==> config.mk <==
export PLATFORM = sky130hd
export DESIGN_NAME = complementary_pitch_filter
export DESIGN_NICKNAME = d
export VERILOG_FILES = /design/src/rtl/cpf_pkg.sv /design/src/rtl/complementary_pitch_filter.sv /design/src/rtl/cpf_ctrl.sv /design/src/rtl/cpf_datapath.sv
export SDC_FILE = /design/constraint.sdc
export NUM_CORES = 2
export LEC_CHECK = 0
export ABC_AREA = 1
export BUFFER_PORTS_ARGS = -buffer_cell sky130_fd_sc_hd__buf_2
export CELL_PAD_IN_SITES_DETAIL_PLACEMENT = 0
export CELL_PAD_IN_SITES_GLOBAL_PLACEMENT = 1
export CORE_ASPECT_RATIO = 1.4
export CORE_MARGIN = 1
export CORE_UTILIZATION = 40
export CTS_CLUSTER_SIZE = 25
export DETAILED_ROUTE_END_ITERATION = 6
export PLACE_DENSITY = 0.76
export SLEW_MARGIN = 30
export SYNTH_ARGS = -nofsm -noshare
export SYNTH_HDL_FRONTEND = slang
export SYNTH_SLANG_ARGS = --single-unit
==> constraint.sdc <==
create_clock -name aclk -period 8.5 [get_ports aclk]
set_input_delay 0 -clock aclk [delete_from_list [all_inputs] [get_ports aclk]]
set_output_delay 0 -clock aclk [all_outputs]
set_load 0.01 [all_outputs]
==> src/rtl/cpf_pkg.sv <==
`default_nettype none
// ----------------------------------------------------------------------------
// cpf_pkg: shared definitions for the complementary pitch filter
// Fixed-point constants, datapath operation codes, the controller/datapath
// command and status types, and the CORDIC arctangent table.
// ----------------------------------------------------------------------------
package cpf_pkg;

    // field and register widths
    localparam int ACC_W    = 16;
    localparam int PITCH_W  = 17;
    localparam int WEIGHT_W = 17;
    localparam int BIAS_W   = 16;
    localparam int CFG_IDX_W = 8;
    localparam int S_DATA_W = 80;
    localparam int M_DATA_W = 40;

    // configuration register indexes
    localparam logic [CFG_IDX_W-1:0] REG_BLEND_WEIGHT = 8'd0;
    localparam logic [CFG_IDX_W-1:0] REG_GYRO_BIAS    = 8'd1;
    localparam logic [WEIGHT_W-1:0]  BLEND_RESET      = 17'd64225;
    localparam logic [WEIGHT_W-1:0]  ALPHA_ONE        = 17'd65536;

    // limits in 1/256 degree
    localparam int PITCH_LIMIT = 46080;
    localparam int ACCEL_LIMIT = 23040;

    // CORDIC
    localparam int CORDIC_MAX     = 24;
    localparam int CORDIC_STEPS_D = 16;
    localparam int IDX_W          = 5;

    // shared multiplier operands and product
    localparam int MUL_W  = 20;
    localparam int PROD_W = 40;
    localparam int PRED_W = 38;
    localparam int NUM_W  = 56;

    // blend scaling: one microsecond step is 1/500000 of the rate unit
    localparam logic signed [MUL_W-1:0] US_SCALE = 20'sd500000;
    localparam longint DEN_L = 64'd65536 * 64'd500000;
    localparam int QUOT_W = 18;
    localparam longint QUOT_OFFSET_L = 64'd1 << (QUOT_W - 1);
    // half of the divisor for rounding plus an offset that keeps the dividend positive
    localparam logic signed [NUM_W-1:0] DIV_BIAS = NUM_W'(DEN_L / 2 + DEN_L * QUOT_OFFSET_L);
    localparam logic signed [QUOT_W:0] QUOT_OFFSET = (QUOT_W+1)'(QUOT_OFFSET_L);

    // divisor 65536 * 500000 = 2^21 * 15625: shift out 2^21, then multiply by
    // ceil(2^45 / 15625), which is exact for any 32-bit shifted dividend
    localparam int          DIV_SHIFT   = 21;
    localparam int          RECIP_SHIFT = 45;
    localparam logic [31:0] RECIP       = 32'd2251799814;

    // datapath operation codes
    typedef logic [4:0] cpf_op_t;
    localparam cpf_op_t OP_NONE     = 5'd0;
    localparam cpf_op_t OP_LOAD     = 5'd1;
    localparam cpf_op_t OP_SQ_X     = 5'd2;
    localparam cpf_op_t OP_SQ_Z     = 5'd3;
    localparam cpf_op_t OP_SQ_ADD   = 5'd4;
    localparam cpf_op_t OP_ISQRT    = 5'd5;
    localparam cpf_op_t OP_CINIT    = 5'd6;
    localparam cpf_op_t OP_CORDIC   = 5'd7;
    localparam cpf_op_t OP_ROUND    = 5'd8;
    localparam cpf_op_t OP_PRED_P   = 5'd9;
    localparam cpf_op_t OP_PRED_R   = 5'd10;
    localparam cpf_op_t OP_PRED_A   = 5'd11;
    localparam cpf_op_t OP_DIFF     = 5'd12;
    localparam cpf_op_t OP_MUL_HI   = 5'd13;
    localparam cpf_op_t OP_MUL_LO   = 5'd14;
    localparam cpf_op_t OP_NUM      = 5'd15;
    localparam cpf_op_t OP_DIV      = 5'd16;
    localparam cpf_op_t OP_QUOT     = 5'd17;
    localparam cpf_op_t OP_FINISH   = 5'd18;

    typedef struct packed {
        cpf_op_t            op;
        logic [IDX_W-1:0]   idx;
    } cpf_cmd_t;

    typedef struct packed {
        logic blend;   // item is a normal update, not an init
    } cpf_status_t;

    // atan(2^-i) in 1/65536 degree
    function automatic logic signed [24:0] cpf_atan(input logic [IDX_W-1:0] i);
        logic signed [24:0] v;
        case (i)
            5'd0:  v = 25'sd2949120;
            5'd1:  v = 25'sd1740967;
            5'd2:  v = 25'sd919879;
            5'd3:  v = 25'sd466945;
            5'd4:  v = 25'sd234379;
            5'd5:  v = 25'sd117304;
            5'd6:  v = 25'sd58666;
            5'd7:  v = 25'sd29335;
            5'd8:  v = 25'sd14668;
            5'd9:  v = 25'sd7334;
            5'd10: v = 25'sd3667;
            5'd11: v = 25'sd1833;
            5'd12: v = 25'sd917;
            5'd13: v = 25'sd458;
            5'd14: v = 25'sd229;
            5'd15: v = 25'sd115;
            5'd16: v = 25'sd57;
            5'd17: v = 25'sd29;
            5'd18: v = 25'sd14;
            5'd19: v = 25'sd7;
            5'd20: v = 25'sd4;
            5'd21: v = 25'sd2;
            5'd22: v = 25'sd1;
            default: v = 25'sd0;
        endcase
        return v;
    endfunction

endpackage
`default_nettype wire

==> src/rtl/complementary_pitch_filter.sv <==
`default_nettype none
// ----------------------------------------------------------------------------
// complementary_pitch_filter: IMU pitch from accelerometer and gyro
// Input items arrive on the s_ stream, one result item leaves on the m_
// stream for each. Configuration writes (blend_weight at index 0,
// gyro_bias at index 1) use the cfg_ channel, always ready; write only
// while no item is in flight.
// An item passes 16 square root steps and CORDIC_STEPS passes of the
// shared CORDIC stage; an update item uses seven steps on the shared
// multiplier (an init item two) and a one-step reciprocal divide. One item
// is in work at a time; s_tready is high only while the sequencer is idle,
// so with items offered back to back the next one is taken only once the
// one before has been finished.
// The result is held in an output register; a stalled receiver holds it
// and the next item may be accepted and worked on meanwhile, waiting at
// the end until the register is taken.
// Reset restores blend_weight 64225, gyro_bias 0 and a zero pitch estimate.
// ----------------------------------------------------------------------------
module complementary_pitch_filter #(
    parameter int CORDIC_STEPS = cpf_pkg::CORDIC_STEPS_D
) (
    input  wire logic                               aclk,
    input  wire logic                               aresetn,
    input  wire logic                               s_tvalid,
    output logic                                    s_tready,
    // accel_x, accel_y, accel_z, gyro_rate, dt_us
    input  wire logic [cpf_pkg::S_DATA_W-1:0]       s_tdata,
    // kind
    input  wire logic                               s_tuser,
    output logic                                    m_tvalid,
    input  wire logic                               m_tready,
    // filtered_pitch, accel_pitch, zero fill
    output logic [cpf_pkg::M_DATA_W-1:0]            m_tdata,
    input  wire logic                               cfg_valid,
    output logic                                    cfg_ready,
    input  wire logic [cpf_pkg::CFG_IDX_W-1:0]      cfg_index,
    input  wire logic [cpf_pkg::WEIGHT_W-1:0]       cfg_data
);
    import cpf_pkg::*;

    cpf_cmd_t    cmd;
    cpf_status_t status;

    assign cfg_ready = 1'b1;

    cpf_ctrl #(
        .CORDIC_STEPS(CORDIC_STEPS)
    ) u_ctrl (
        .aclk     (aclk),
        .aresetn  (aresetn),
        .s_tvalid (s_tvalid),
        .s_tready (s_tready),
        .m_tvalid (m_tvalid),
        .m_tready (m_tready),
        .status   (status),
        .cmd      (cmd)
    );

    cpf_datapath u_dp (
        .aclk      (aclk),
        .aresetn   (aresetn),
        .cmd       (cmd),
        .status    (status),
        .s_tuser   (s_tuser),
        .s_tdata   (s_tdata),
        .cfg_valid (cfg_valid),
        .cfg_index (cfg_index),
        .cfg_data  (cfg_data),
        .m_tdata   (m_tdata)
    );

endmodule
`default_nettype wire

==> src/rtl/cpf_ctrl.sv <==
`default_nettype none
// ----------------------------------------------------------------------------
// cpf_ctrl: sequencer for the complementary pitch filter
// Walks an item through square, square root, CORDIC and, for an update,
// blend and divide steps, and owns the input/output handshakes.
// ----------------------------------------------------------------------------
module cpf_ctrl #(
    parameter int CORDIC_STEPS = cpf_pkg::CORDIC_STEPS_D
) (
    input  wire logic                aclk,
    input  wire logic                aresetn,
    input  wire logic                s_tvalid,
    output logic                     s_tready,
    output logic                     m_tvalid,
    input  wire logic                m_tready,
    input  wire cpf_pkg::cpf_status_t status,
    output cpf_pkg::cpf_cmd_t        cmd
);
    import cpf_pkg::*;

    localparam logic [IDX_W-1:0] CORDIC_LAST = IDX_W'(CORDIC_STEPS - 1);
    localparam logic [IDX_W-1:0] ISQRT_FIRST = 5'd15;

    localparam logic [4:0] ST_IDLE   = 5'd0;
    localparam logic [4:0] ST_SQ_X   = 5'd1;
    localparam logic [4:0] ST_SQ_Z   = 5'd2;
    localparam logic [4:0] ST_SQ_ADD = 5'd3;
    localparam logic [4:0] ST_ISQRT  = 5'd4;
    localparam logic [4:0] ST_CINIT  = 5'd5;
    localparam logic [4:0] ST_CORDIC = 5'd6;
    localparam logic [4:0] ST_ROUND  = 5'd7;
    localparam logic [4:0] ST_PRED_P = 5'd8;
    localparam logic [4:0] ST_PRED_R = 5'd9;
    localparam logic [4:0] ST_PRED_A = 5'd10;
    localparam logic [4:0] ST_DIFF   = 5'd11;
    localparam logic [4:0] ST_MUL_HI = 5'd12;
    localparam logic [4:0] ST_MUL_LO = 5'd13;
    localparam logic [4:0] ST_NUM    = 5'd14;
    localparam logic [4:0] ST_DIV    = 5'd15;
    localparam logic [4:0] ST_QUOT   = 5'd16;
    localparam logic [4:0] ST_FIN    = 5'd17;

    logic [4:0]       state_reg, state_next;
    logic [IDX_W-1:0] idx_reg, idx_next;
    logic             out_valid_reg, out_valid_next;

    assign s_tready = (state_reg == ST_IDLE);
    assign m_tvalid = out_valid_reg;

    // next-state and command decode
    always_comb begin
        state_next     = state_reg;
        idx_next       = idx_reg;
        out_valid_next = out_valid_reg && !m_tready;
        cmd.op         = OP_NONE;
        cmd.idx        = idx_reg;
        case (state_reg)
            ST_IDLE: begin
                if (s_tvalid) begin
                    cmd.op     = OP_LOAD;
                    state_next = ST_SQ_X;
                end
            end
            ST_SQ_X: begin
                cmd.op     = OP_SQ_X;
                state_next = ST_SQ_Z;
            end
            ST_SQ_Z: begin
                cmd.op     = OP_SQ_Z;
                state_next = ST_SQ_ADD;
            end
            ST_SQ_ADD: begin
                cmd.op     = OP_SQ_ADD;
                idx_next   = ISQRT_FIRST;
                state_next = ST_ISQRT;
            end
            ST_ISQRT: begin
                cmd.op   = OP_ISQRT;
                idx_next = idx_reg - 5'd1;
                if (idx_reg == '0) begin
                    state_next = ST_CINIT;
                end
            end
            ST_CINIT: begin
                cmd.op     = OP_CINIT;
                idx_next   = '0;
                state_next = ST_CORDIC;
            end
            ST_CORDIC: begin
                cmd.op   = OP_CORDIC;
                idx_next = idx_reg + 5'd1;
                if (idx_reg == CORDIC_LAST) begin
                    state_next = ST_ROUND;
                end
            end
            ST_ROUND: begin
                cmd.op     = OP_ROUND;
                state_next = status.blend ? ST_PRED_P : ST_FIN;
            end
            ST_PRED_P: begin
                cmd.op     = OP_PRED_P;
                state_next = ST_PRED_R;
            end
            ST_PRED_R: begin
                cmd.op     = OP_PRED_R;
                state_next = ST_PRED_A;
            end
            ST_PRED_A: begin
                cmd.op     = OP_PRED_A;
                state_next = ST_DIFF;
            end
            ST_DIFF: begin
                cmd.op     = OP_DIFF;
                state_next = ST_MUL_HI;
            end
            ST_MUL_HI: begin
                cmd.op     = OP_MUL_HI;
                state_next = ST_MUL_LO;
            end
            ST_MUL_LO: begin
                cmd.op     = OP_MUL_LO;
                state_next = ST_NUM;
            end
            ST_NUM: begin
                cmd.op     = OP_NUM;
                state_next = ST_DIV;
            end
            ST_DIV: begin
                cmd.op     = OP_DIV;
                state_next = ST_QUOT;
            end
            ST_QUOT: begin
                cmd.op     = OP_QUOT;
                state_next = ST_FIN;
            end
            ST_FIN: begin
                // wait for the output register to free up
                if (!out_valid_reg || m_tready) begin
                    cmd.op         = OP_FINISH;
                    out_valid_next = 1'b1;
                    state_next     = ST_IDLE;
                end
            end
            default: begin
                state_next = ST_IDLE;
            end
        endcase
    end

    always_ff @(posedge aclk) begin
        if (!aresetn) begin
            state_reg     <= ST_IDLE;
            idx_reg       <= '0;
            out_valid_reg <= 1'b0;
        end else begin
            state_reg     <= state_next;
            idx_reg       <= idx_next;
            out_valid_reg <= out_valid_next;
        end
    end

endmodule
`default_nettype wire

==> src/rtl/cpf_datapath.sv <==
`default_nettype none
// ----------------------------------------------------------------------------
// cpf_datapath: arithmetic for the complementary pitch filter
// One shared 20x20 multiplier, a two-bit-per-step square root, a shared
// CORDIC stage, a shift and reciprocal multiply for the divide by the blend
// scale, the configuration registers, the pitch state and the output register.
// ----------------------------------------------------------------------------
module cpf_datapath (
    input  wire logic                                 aclk,
    input  wire logic                                 aresetn,
    input  wire cpf_pkg::cpf_cmd_t                    cmd,
    output cpf_pkg::cpf_status_t                      status,
    input  wire logic                                 s_tuser,
    input  wire logic [cpf_pkg::S_DATA_W-1:0]         s_tdata,
    input  wire logic                                 cfg_valid,
    input  wire logic [cpf_pkg::CFG_IDX_W-1:0]        cfg_index,
    input  wire logic [cpf_pkg::WEIGHT_W-1:0]         cfg_data,
    output logic [cpf_pkg::M_DATA_W-1:0]              m_tdata
);
    import cpf_pkg::*;

    // input item
    logic signed [15:0]        ax_reg, ay_reg, az_reg;
    logic signed [16:0]        rate_reg;
    logic [15:0]               dt_reg;
    logic                      kind_reg;
    // configuration and state
    logic [WEIGHT_W-1:0]       alpha_reg;
    logic signed [BIAS_W-1:0]  bias_reg;
    logic signed [PITCH_W-1:0] pitch_reg, pitch_next;
    // working registers
    logic signed [PROD_W-1:0]  prod_reg;
    logic [31:0]               sq_reg, sq_next;
    logic [31:0]               res_reg, res_next;
    logic signed [MUL_W-1:0]   x_reg, x_next, y_reg, y_next;
    logic signed [24:0]        z_reg, z_next;
    logic signed [ACC_W-1:0]   acc_reg, acc_next;
    logic signed [PITCH_W-1:0] result_reg, result_next;
    logic signed [PRED_W-1:0]  pred_reg, pred_next, diff_reg, diff_next;
    logic signed [NUM_W-1:0]   base_reg, base_next, num_reg, num_next;
    logic [NUM_W-1:0]          rem_reg, rem_next;
    logic [63:0]               recip_reg, recip_next;
    logic signed [PITCH_W-1:0] out_filt_reg, out_filt_next;
    logic signed [ACC_W-1:0]   out_acc_reg, out_acc_next;

    logic signed [MUL_W-1:0]   mul_a, mul_b;
    logic [WEIGHT_W-1:0]       alpha_eff;
    logic [31:0]               sq_bit, sq_trial;
    logic signed [MUL_W-1:0]   xs, ys;
    logic signed [24:0]        atan_v, z_round;
    logic [31:0]               div_in;
    logic signed [QUOT_W:0]    q_signed;

    assign status.blend = kind_reg;
    assign m_tdata = {{(M_DATA_W - PITCH_W - ACC_W){1'b0}}, out_acc_reg, out_filt_reg};
    assign alpha_eff = (alpha_reg > ALPHA_ONE) ? ALPHA_ONE : alpha_reg;

    // shared multiplier operand select
    always_comb begin
        mul_a = '0;
        mul_b = '0;
        case (cmd.op)
            OP_SQ_X: begin
                mul_a = MUL_W'(ax_reg);
                mul_b = MUL_W'(ax_reg);
            end
            OP_SQ_Z: begin
                mul_a = MUL_W'(az_reg);
                mul_b = MUL_W'(az_reg);
            end
            OP_PRED_P: begin
                mul_a = MUL_W'(pitch_reg);
                mul_b = US_SCALE;
            end
            OP_PRED_R: begin
                mul_a = MUL_W'(rate_reg);
                mul_b = $signed({4'b0, dt_reg});
            end
            OP_PRED_A: begin
                mul_a = MUL_W'(acc_reg);
                mul_b = US_SCALE;
            end
            OP_MUL_HI: begin
                mul_a = $signed({3'b0, alpha_eff});
                mul_b = MUL_W'($signed(diff_reg[PRED_W-1:19]));
            end
            OP_MUL_LO: begin
                mul_a = $signed({3'b0, alpha_eff});
                mul_b = $signed({1'b0, diff_reg[18:0]});
            end
            default: begin
                mul_a = '0;
                mul_b = '0;
            end
        endcase
    end

    // per-step helpers
    always_comb begin
        sq_bit   = 32'd1 << {cmd.idx, 1'b0};
        sq_trial = res_reg + sq_bit;
        xs       = x_reg >>> cmd.idx;
        ys       = y_reg >>> cmd.idx;
        atan_v   = cpf_atan(cmd.idx);
        z_round  = (z_reg + 25'sd128) >>> 8;
        div_in   = rem_reg[DIV_SHIFT+31:DIV_SHIFT];
        q_signed = $signed({1'b0, recip_reg[RECIP_SHIFT+QUOT_W-1:RECIP_SHIFT]})
                   - QUOT_OFFSET;
    end

    // working register updates
    always_comb begin
        sq_next       = sq_reg;
        res_next      = res_reg;
        x_next        = x_reg;
        y_next        = y_reg;
        z_next        = z_reg;
        acc_next      = acc_reg;
        result_next   = result_reg;
        pred_next     = pred_reg;
        diff_next     = diff_reg;
        base_next     = base_reg;
        num_next      = num_reg;
        rem_next      = rem_reg;
        recip_next    = recip_reg;
        pitch_next    = pitch_reg;
        out_filt_next = out_filt_reg;
        out_acc_next  = out_acc_reg;
        case (cmd.op)
            OP_SQ_Z: begin
                sq_next = prod_reg[31:0];
            end
            OP_SQ_ADD: begin
                sq_next  = sq_reg + prod_reg[31:0];
                res_next = '0;
            end
            OP_ISQRT: begin
                if (sq_reg >= sq_trial) begin
                    sq_next  = sq_reg - sq_trial;
                    res_next = (res_reg >> 1) + sq_bit;
                end else begin
                    res_next = res_reg >> 1;
                end
            end
            OP_CINIT: begin
                x_next = $signed({4'b0, res_reg[15:0]});
                y_next = MUL_W'(ay_reg);
                z_next = '0;
            end
            OP_CORDIC: begin
                if (!y_reg[MUL_W-1]) begin
                    x_next = x_reg + ys;
                    y_next = y_reg - xs;
                    z_next = z_reg + atan_v;
                end else begin
                    x_next = x_reg - ys;
                    y_next = y_reg + xs;
                    z_next = z_reg - atan_v;
                end
            end
            OP_ROUND: begin
                // a zero Y axis gives a level reading whatever the other axes
                if (ay_reg == '0) begin
                    acc_next = '0;
                end else if (z_round > 25'(ACCEL_LIMIT)) begin
                    acc_next = 16'(ACCEL_LIMIT);
                end else if (z_round < -25'(ACCEL_LIMIT)) begin
                    acc_next = -16'(ACCEL_LIMIT);
                end else begin
                    acc_next = z_round[ACC_W-1:0];
                end
                result_next = PITCH_W'(acc_next);
            end
            OP_PRED_R: begin
                pred_next = PRED_W'(prod_reg);
            end
            OP_PRED_A: begin
                pred_next = pred_reg + PRED_W'(prod_reg);
            end
            OP_DIFF: begin
                base_next = (NUM_W'(prod_reg) <<< 16) + DIV_BIAS;
                diff_next = pred_reg - PRED_W'(prod_reg);
            end
            OP_MUL_LO: begin
                num_next = (NUM_W'(prod_reg) <<< 19) + base_reg;
            end
            OP_NUM: begin
                rem_next = $unsigned(num_reg + NUM_W'(prod_reg));
            end
            OP_DIV: begin
                // floor(rem / 2^21) * ceil(2^45 / 15625), quotient in the top bits
                recip_next = 64'(div_in) * 64'(RECIP);
            end
            OP_QUOT: begin
                if (q_signed > (QUOT_W+1)'(PITCH_LIMIT)) begin
                    result_next = PITCH_W'(PITCH_LIMIT);
                end else if (q_signed < -(QUOT_W+1)'(PITCH_LIMIT)) begin
                    result_next = -PITCH_W'(PITCH_LIMIT);
                end else begin
                    result_next = q_signed[PITCH_W-1:0];
                end
            end
            OP_FINISH: begin
                pitch_next    = result_reg;
                out_filt_next = result_reg;
                out_acc_next  = acc_reg;
            end
            default: begin
                sq_next = sq_reg;
            end
        endcase
    end

    // configuration, state and input capture
    always_ff @(posedge aclk) begin
        if (!aresetn) begin
            alpha_reg <= BLEND_RESET;
            bias_reg  <= '0;
            pitch_reg <= '0;
        end else begin
            if (cfg_valid && cfg_index == REG_BLEND_WEIGHT) begin
                alpha_reg <= cfg_data;
            end
            if (cfg_valid && cfg_index == REG_GYRO_BIAS) begin
                bias_reg <= $signed(cfg_data[BIAS_W-1:0]);
            end
            pitch_reg <= pitch_next;
        end
    end

    always_ff @(posedge aclk) begin
        if (cmd.op == OP_LOAD) begin
            kind_reg <= s_tuser;
            ax_reg   <= $signed(s_tdata[15:0]);
            ay_reg   <= $signed(s_tdata[31:16]);
            az_reg   <= $signed(s_tdata[47:32]);
            rate_reg <= 17'($signed(s_tdata[63:48])) - 17'(bias_reg);
            dt_reg   <= s_tdata[79:64];
        end
        prod_reg     <= PROD_W'(mul_a * mul_b);
        sq_reg       <= sq_next;
        res_reg      <= res_next;
        x_reg        <= x_next;
        y_reg        <= y_next;
        z_reg        <= z_next;
        acc_reg      <= acc_next;
        result_reg   <= result_next;
        pred_reg     <= pred_next;
        diff_reg     <= diff_next;
        base_reg     <= base_next;
        num_reg      <= num_next;
        rem_reg      <= rem_next;
        recip_reg    <= recip_next;
        out_filt_reg <= out_filt_next;
        out_acc_reg  <= out_acc_next;
    end

endmodule
`default_nettype wire

==> summary.md <==
| Metric | Value |
|---|---|
| Number of endpoints with negative hold slack in the final report | `0` |
| Largest net degree at the start of global routing | `73` |
| Post-synthesis instance total | `9393` |
| Endpoints failing setup | `0` |
| Critical Path Sink Type | `register` |
| IR Drop Worst-Case VDD | `307 uV` |
| Share of total power in sequential cells | `16.3%` |
| Part of the power in the clock network | `11.3%` |
| Final critical-path share of the clock period | `95.5%` |
| Share of cell area taken by muxes after synthesis | `0%` |
| Arrival time reported for the critical path endpoint | `8700 ps` |
| Run status | `completed` |
| CP Max Fanout | `16` |
| Top flip-flop cell by instance count after synthesis | `edfxtp_1` |
| Type of element launching the critical path | `register` |
| Post-route met1 wirelength | `106000 um` |
| Share of cells above drive strength 1 | `5.94%` |
| Drc violations | `0` |
| Clock tree sinks | `600` |
| Mean area per synthesized cell | `8.09 sq um` |
| Internal power summed over all cells | `12.0 mW` |
| Register bit total from synthesis | `600` |
| Die Span X | `370 um` |
| Fill count | `18900` |
| GRT Util Overall | `28.9%` |
| Transition time at the pin with the least slew margin | `987 ps` |
| Worst clock skew on the final layout | `70.6 ps` |
| Antenna violation net count after detailed routing | `0` |
| Net Switching | `14.6 mW` |
| Vias in the first global route | `68100` |
| Die H | `518 um` |
| Req. time, crit path | `9080 ps` |
| Post-synth design cell area | `76000 sq um` |
| Io pins | `154` |
| Met3 routed wirelength | `12300 um` |
| DR vias | `65700` |
| Cell leakage power | `40.5 nW` |
| Detailed router's first-iteration violation count | `4741` |
| Top layer in use | `met5` |
| Power density over the cells | `316 nW/um^2` |
| Latest clock arrival within the worst-skew pair | `730 ps` |
| Via-to-Cell Ratio | `5.35` |
| Cell row count | `188` |
| Netlist cell types | `71` |
| Clock tree from TritonCTS | `built` |
| Sw frac | `54.9%` |
| I/O Buffers | `145` |
| Delay of the slowest cell on the worst path | `590 ps` |
| Number of antenna violations at the first check in global routing | `16` |
| Final-layout worst hold slack | `38.5 ps` |
| Routed met2 length | `142000 um` |
| Pins Over Slew Limit | `0` |
| WS Path Type | `reg -> reg` |
| Count of H-tree levels built during CTS | `2` |
| Setup ws final | `380 ps` |
| Main combinational cell family by area after synthesis | `adder cells` |
| Number of max-cap violations | `0` |
| Async set-reset flop share out of synthesis | `0%` |
| Count of flip-flops with a built-in enable after synthesis | `477` |
| Achievable clock frequency | `123 MHz` |
| Area added between synthesis and finish | `10.8%` |
| Grt total ovfl | `0` |
| Fraction of the mapped netlist area in compound gates | `11.1%` |
| Detail-routed net length per standard cell | `22.7 um` |
| Largest register FFs | `40` |
| Floorplan core area | `188000 sq um` |
| RePlAce Congestion | `0.984` |
| Share of synthesized area occupied by flip-flops and latches | `22.1%` |
| Final wirelength | `279000 um` |
| Xor and xnor fraction of the mapped netlist area | `3.79%` |
| Slowest cell on crit path | `fa_1` |
| Worst Path Buf+Inv | `10` |
| Share of synthesized cell area in and, or, nand and nor gates | `18.7%` |
| Top Family by Delay on Critical Path | `adder cells` |
| Wire length of the first global-routing pass | `416000 um` |
| Worst max-slew margin expressed relative to the limit | `34.2%` |
| Detailed Place HPWL | `235000 um` |
| Count of synthesis-stage warnings from yosys | `0` |
| Effective utilization at floorplan | `40.4%` |
| Final sum of negative setup slack | `0 ps` |
| DR pass1 iterations | `6` |
| Full die area | `192000 sq um` |
| Total clock buffers created by CTS | `61` |
| Adder and majority cell fraction of the synthesized area | `34.0%` |
| Hold/Removal Path Class | `in -> reg` |
| Clock buffer depth | `3` |
| Part of the total power dissipated in combinational logic | `72.4%` |
| Buffer type at the clock tree root | `clkbuf_16` |
| Fin crit period | `8120 ps` |
| Clock-pin slew of the registers on the worst-case setup and hold paths | `70 ps` |
| Final nets | `11400` |
| Post-placement setup slack | `74.9 ps` |
[per-layer routing]
metal  vias up  track usage (%)
met3       615             2.64
met4        14             15.6
met1     32100             33.3
met5         -                0
li1      31000                -
met2      1924             52.1
[placed cells by master, fill, tap and decap left out, drive strengths merged, types with 29 or more instances in the layout]
cell and instances:
a21o 29, a21oi 602, a31oi 56, buf 276, clkbuf 75, clkinv 32, dfxtp 123, dlygate4sd3 181
edfxtp 477, fa 797, ha 787, inv 1861, nand2 1747, nand3 517, nand4 70, nor2 760
nor3 98, nor4 37, o211ai 45, o21a 32, o21ai 545, o21bai 49, or2 63, xnor2 93
xor2 235
[synth_stat cells, types with 17 or more instances]
cell	count	share of area, %
o21ai_0	512	3.4
xor2_1	234	2.7
xnor2_1	93	1.1
a221oi_1	20	0.23
inv_2	31	0.15
o21bai_1	49	0.48
dfxtp_1	123	3.2
or2_2	59	0.49
o221ai_1	22	0.25
o211ai_1	45	0.44
a31oi_1	56	0.46
nand4_1	68	0.56
buf_4	17	0.17
nor2_2	18	0.15
ha_1	787	13
nor2_4	17	0.25
nor4_1	37	0.30
edfxtp_1	477	19
a21oi_1	599	3.9
a21boi_0	19	0.19
inv_1	1825	9.0
nand2_1	1731	8.6
nand3_1	506	3.3
o21a_1	32	0.32
nor2_1	725	3.6
buf_2	79	0.52
nor3_1	94	0.62
o22ai_1	20	0.16
clkbuf_1	71	0.35
o21ai_1	32	0.21
a21o_1	29	0.29
fa_1	797	21
[worst reg2reg max path: cells and delay by family, from the launching register on]
family          cells  cell delay (ps)
fa+ha+maj           8             3990
buf+inv            10             1490
simple gates        9             1490
compound gates      3              460
flops               1              400
xor+xnor            1              140
[layout make-up]
cell class                 instances  area [sq um]  share of cell area [%]
multi-input combinational       6753         51500                    61.2
sequential                       600         16800                    20.0
inverter                        1862          6990                    8.31
timing repair buffer             457          3580                    4.26
tap                             2470          3090                    3.67
clock buffer                      75          1700                    2.02
clock inverter                    41           464                   0.552
antenna                            5          12.5                  0.0149
[power groups by stage]
stage | Combinational [mW] | Sequential [mW] | Clock, mW
3_3_place_gp | 18.9 | 4.39 | 0
3_5_place_dp | 18.9 | 4.39 | 0
5_1_grt | 21.5 | 4.35 | 3.13
4_1_cts | 19.2 | 4.33 | 3.05
6_report | 19.3 | 4.34 | 2.99
2_1_floorplan | 12.9 | 4.21 | 0
[path summary, 6_finish.rpt]
kind                  startpoint  cells past startpoint  slack, ps                 to
max reg2reg  u_ctrl.state_reg[3]                     31        380  u_dp.prod_reg[36]
min reg2reg    u_dp.base_reg[17]                      0        440   u_dp.num_reg[17]
min                   s_tdata[3]                      2         40     u_dp.ax_reg[3]
max          u_ctrl.state_reg[3]                     31        380  u_dp.prod_reg[36]
[per-stage QoR]
step / cells / power (mW) / util, % / cell area (sq um)
floorplan: 9399 / 17.1 / - / 76000
global placement: 12000 / 23.3 / 42.6 / 80000
detailed placement: 12000 / 23.3 / 42.6 / 80000
CTS: 12300 / 26.6 / 44.7 / 84000
global route: 12300 / 28.9 / 44.8 / 84100
finish: 12300 / 26.6 / 44.8 / 84100
[timing repair]
| item | 4_1_cts | 5_1_grt |
|---|---|---|
| gates resized for setup | 1 | 16 |
| hold endpoints to repair | 156 | 0 |
| hold buffers | 181 | 0 |
| endpoints found under the setup margin | 2 | 11 |
| pin swaps | 0 | 1 |
| gates cloned | 0 | 0 |
| setup buffers | 0 | 0 |
[cells by family after synthesis]
group	Yosys count
other cells	2
compound gates	1502
fa+ha+maj	1584
xor+xnor	328
flops	600
buf+inv	2046
simple gates	3331
No activity file was read; power rests on OpenSTA's default activity.
